$ cat src/hw/rtl/srsc_ram.sv
`default_nettype none

module srsc_ram #(
   parameter int WIDTH = 8,
   parameter int DEPTH = 16
) (
   input  wire logic                     clock,
   input  wire logic                     wr_en,
   input  wire logic [$clog2(DEPTH)-1:0] wr_addr,
   input  wire logic [WIDTH-1:0]         wr_data,
   input  wire logic                     rd_en,
   input  wire logic [$clog2(DEPTH)-1:0] rd_addr,
   output logic      [WIDTH-1:0]         rd_data
);

   logic [WIDTH-1:0] mem_ff [DEPTH];
   logic [WIDTH-1:0] rd_data_ff;

   always_ff @(posedge clock) begin
      if (wr_en) begin
         mem_ff[wr_addr] <= wr_data;
      end
      if (rd_en) begin
         rd_data_ff <= mem_ff[rd_addr];
      end
   end

   assign rd_data = rd_data_ff;

endmodule

`default_nettype wire

$ cat config.mk
export PLATFORM = sky130hd
export DESIGN_NAME = srsc_ram
export DESIGN_NICKNAME = d
export VERILOG_FILES = /design/src/hw/rtl/srsc_ram.sv
export SDC_FILE = /design/constraint.sdc
export NUM_CORES = 1
export LEC_CHECK = 0
export ABC_CLOCK_PERIOD_IN_PS = 4600
export BUFFER_PORTS_ARGS = -buffer_cell sky130_fd_sc_hd__buf_2
export CAP_MARGIN = 40
export CORE_MARGIN = 1
export CORE_UTILIZATION = 30
export DETAILED_ROUTE_END_ITERATION = 6
export MAX_ROUTING_LAYER = met4
export PLACE_DENSITY = 0.53
export SLEW_MARGIN = 5
export SYNTH_ARGS = -nofsm -noshare
export SYNTH_HDL_FRONTEND = slang
export SYNTH_SLANG_ARGS = --single-unit
$ cat constraint.sdc
create_clock -name clock -period 4.6 [get_ports clock]
set_input_delay 0.92 -clock clock [delete_from_list [all_inputs] [get_ports clock]]
set_output_delay 0.92 -clock clock [all_outputs]
set_load 0.02 [all_outputs]
# Word-level counts from Yosys, hierarchy flattened

Memory sizes are Yosys's and may differ from the RTL's. A register that Yosys moved wholly into a read port is not among the register bits.
Cells that the tools add are included.

Register bits: 0
Memory bits (writable): 128
Input port bits: 19
Memories: 1

Mux-type cells: 2

Memories:

| name   | depth | bits a word | read ports | clocked after Yosys merged registers in | write ports | line | text |
|---|---|---|---|---|---|---|---|
| mem_ff | 16    | 8           | 1          | 1                                       | 1           | 16   | `logic [WIDTH-1:0] mem_ff [DEPTH];` |

Operators with widths:

| operator         | count |
|---|---|
| 2-to-1 mux 1 bit | 2 |

# Longest topological paths before layout

Word-level depth: 2
Depth in mapped cells: 5
Mapped depth without buffers: 3

# Worst setup path after synthesis

No wires, ideal clock.

Path kind: input port to flip-flop
From: input port wr_addr[2]
To: memory mem_ff[0][0], enable pin
Setup time: 0.383 ns
Data arrival time: 2.030 ns
Required time: 4.217 ns
Path slack: 2.187 ns
Stages on the path: 2
Cell sequence: or3b_2 nor3_1

RTL lines:

| element     | line | text |
|---|---|---|
| from (decl) | 9    | `input wire logic [$clog2(DEPTH)-1:0] wr_addr,` |
| to (decl)   | 16   |  |

No word-level cell before the write port.

==> summary.txt <==
Int Power - 2.29 mW
maximum clock rate - 415 MHz
dpl ws - 1.70 ns
htree depth - 4
Crit Path Class - primary input to flop
Storage cell area - 4080 µm²
grt ovf - 0
WL/cell - 20.5 µm
XOR/XNOR share of the synthesized area - 0%
crit share post-route - 52.4%
global-route wire length before repair - 15800 µm
RSZ-0062 raised after global routing - no
Rows - 47
vias post-DR - 2461
status - completed
layout cells sized above 1 - 31.3%
Startpoint Class - primary input
power share of the clock group - 46.3%
# resized after CTS - 0
Compound-Gate Fraction of Synth Area - 2.30%
Inserted Clock Buffers - 17
Synth Area in Adders - 0%
critical path arrival - 2.56 ns
Yosys reg bits - 136
largest net degree at the start of global routing - 33
final setup fails - 0
post-synthesis cell area - 5230 µm²
clock sink total - 136
met1 usage - 17.2%
DR vias/cell - 4.79
DP Wirelength - 7060 µm
nets - 300
area of the multi-input gates - 1070 µm²
synthesized area per cell - 22.8 µm²
worst vdd ir - 268 µV
P&R area growth vs syn - 20.5%
Worst EP required - 4.75 ns
GPL Wtd Cong - 0.693
Fill cells - 1557
measured slew at the worst slew-check pin - 0.861 ns
minimum clock period - 2.41 ns
met2 Use GR - 19.5%
CTS tree - built
initial antenna violation count - 0
Max Cap Viol - 0
Slew Limit Fails - 0
DRC - 0
worst skew pair latency - 0.41 ns
Distinct cells, synth - 18
slew margin rel. - 42.4%
Setup Skew - 0.00693 ns
Final Cell Area - 6300 µm²
setup TNS - 0 ns
Ys Warns - 0
Total Routed Length - 10500 µm
GRT Util Overall - 13.2%
Starting DRT DRC Count - 223
final hold vios - 0
number of global-route vias before repair - 2534
num ports - 27
GRT busiest layer - met2
largest family of logic cells by synthesized area - multiplexers
final setup margin - 2.19 ns
CP Capture Type - flop
Antenna Cells - 0
Sw Ratio - 19.9%
TritonRoute pass-1 iters - 4
Port-buffer cells - 26
Post-Syn Nets - 248
setup repair bufs after CTS - 0
Initial Util - 31.1%
post-synthesis mux area share - 14.8%
Die Ht - 134 µm
Post-DP Area - 5720 µm²
clk slew on worst S/H paths - 0.05 ns
ANT nets after route - 0
pwr dens - 454 nW/µm²
Seq pwr share - 49.1%
Leakage - 2.10 nW
maximum fanout along the worst path - 15
Simple-Gate Fraction of Synth Area - 3.14%
die width - 134 µm
root buffer cell - clkbuf_16
Net Switching - 570 µW
DIE AREA - 18000 µm²
grt met3 use - 4.46%
register area share after synthesis - 78.1%
post-cts hold buffer count - 0
combinational power share - 4.6%
core outline area - 16800 µm²
Hold Path Class - flop to flop
clk buf depth - 2
Gate Count Post-Synth - 229
[kinds of logic (layout without fill, tap and decap cells)]
| kind of cell | count (synthesis) | count (layout) |
|---|---|---|
| and+or+nand+nor | 35 | 35 |
| AOI/OAI and AO/OA | 16 | 16 |
| DFF | 136 | 136 |
| buffers and inverters | 10 | 75 |
| muxes | 32 | 32 |
[power by group through the flow]
stage	clock network [mW]	logic (mW)	registers [mW]
final	1.33	0.133	1.40
after detailed placement	0	0.136	1.43
after global routing	1.40	0.145	1.41
after CTS	1.35	0.136	1.40
after global placement	0	0.128	1.43
after floorplan	0	0.0705	1.44
[sequential cells by signal, indices dropped and copies added, names as in the netlist]
| signal | cells |
|---|---|
| mem_ff | 128 |
| rd_data | 8 |
[synth_stat cells (all sizes together)]
cell	number	area (µm²)
nand3b	2	15.0
mux4	32	773
a22oi	16	120
and2	1	6.26
edfxtp	136	4080
nor3	4	20.0
clkdlybuf4s25	3	30.0
buf	7	56.3
or3b	1	8.76
nand3	1	5.00
and2b	1	7.51
nand2b	2	12.5
nor2b	1	6.26
nor2	13	48.8
nand2	9	33.8
[final timing paths]
kind / start / endpoint / slack, ns / cells past startpoint
worst min register to register: mem_ff[4][2] / rd_data[2] / 0.75 / 3
worst max-delay path: rd_addr[0] / rd_data[1] / 2.19 / 6
worst max register to register: mem_ff[0][6] / rd_data[6] / 3.09 / 3
worst min-delay path: mem_ff[4][2] / rd_data[2] / 0.75 / 3
[critical path: stages]
cell and delay, ns:
buf_2 0.37, buf_16 0.22, buf_4 0.19, mux4_1 0.57
a22oi_1 0.19, nand2_1 0.08
[cell usage in the layout (no fill, tap or decap)]
master      count
clkinv_2        4
clkinvlp_4      1
nor2b_1         1
mux4_2         18
nand3b_1        2
nor2_1         13
buf_2          26
bufinv_16       3
clkinv_1        4
nand2_1         9
clkinv_4        2
nand3_1         1
nor3_1          2
buf_4          13
nor3_2          2
and2_1          1
buf_16          1
buf_6           3
clkbuf_16      17
or3b_2          1
and2b_1         1
mux4_1         14
inv_6           1
nand2b_1        2
edfxtp_1      136
a22oi_1        16
[stage by stage]
stage	hold slack, ns	util [%]	instances	power, mW
global placement	0.730	33.2	468	1.56
floorplan	0.705	-	229	1.51
global route	0.788	37.5	514	2.95
CTS	0.752	37.5	514	2.89
finish	0.748	37.5	514	2.86
detailed placement	0.741	34.0	482	1.57
[layer usage]
metal  up-vias  share of wire (%)  routed length [µm]
li1       1087                  -                   -
met1      1304                 47                4980
met2        61                 47                4980
met3         9                4.8                 502
met4         0               0.83                  88
met5         -                  0                   0
[area by class of cell]
cell class              count  share of cell area, %
repair buffers             43                   4.59
clock buffers              17                   6.75
clock inverters            15                   2.52
well taps                 220                   4.37
multi-input cells          83                   16.9
flip-flops and latches    136                   64.8
Note: power is estimated with default switching activity, not from simulation.
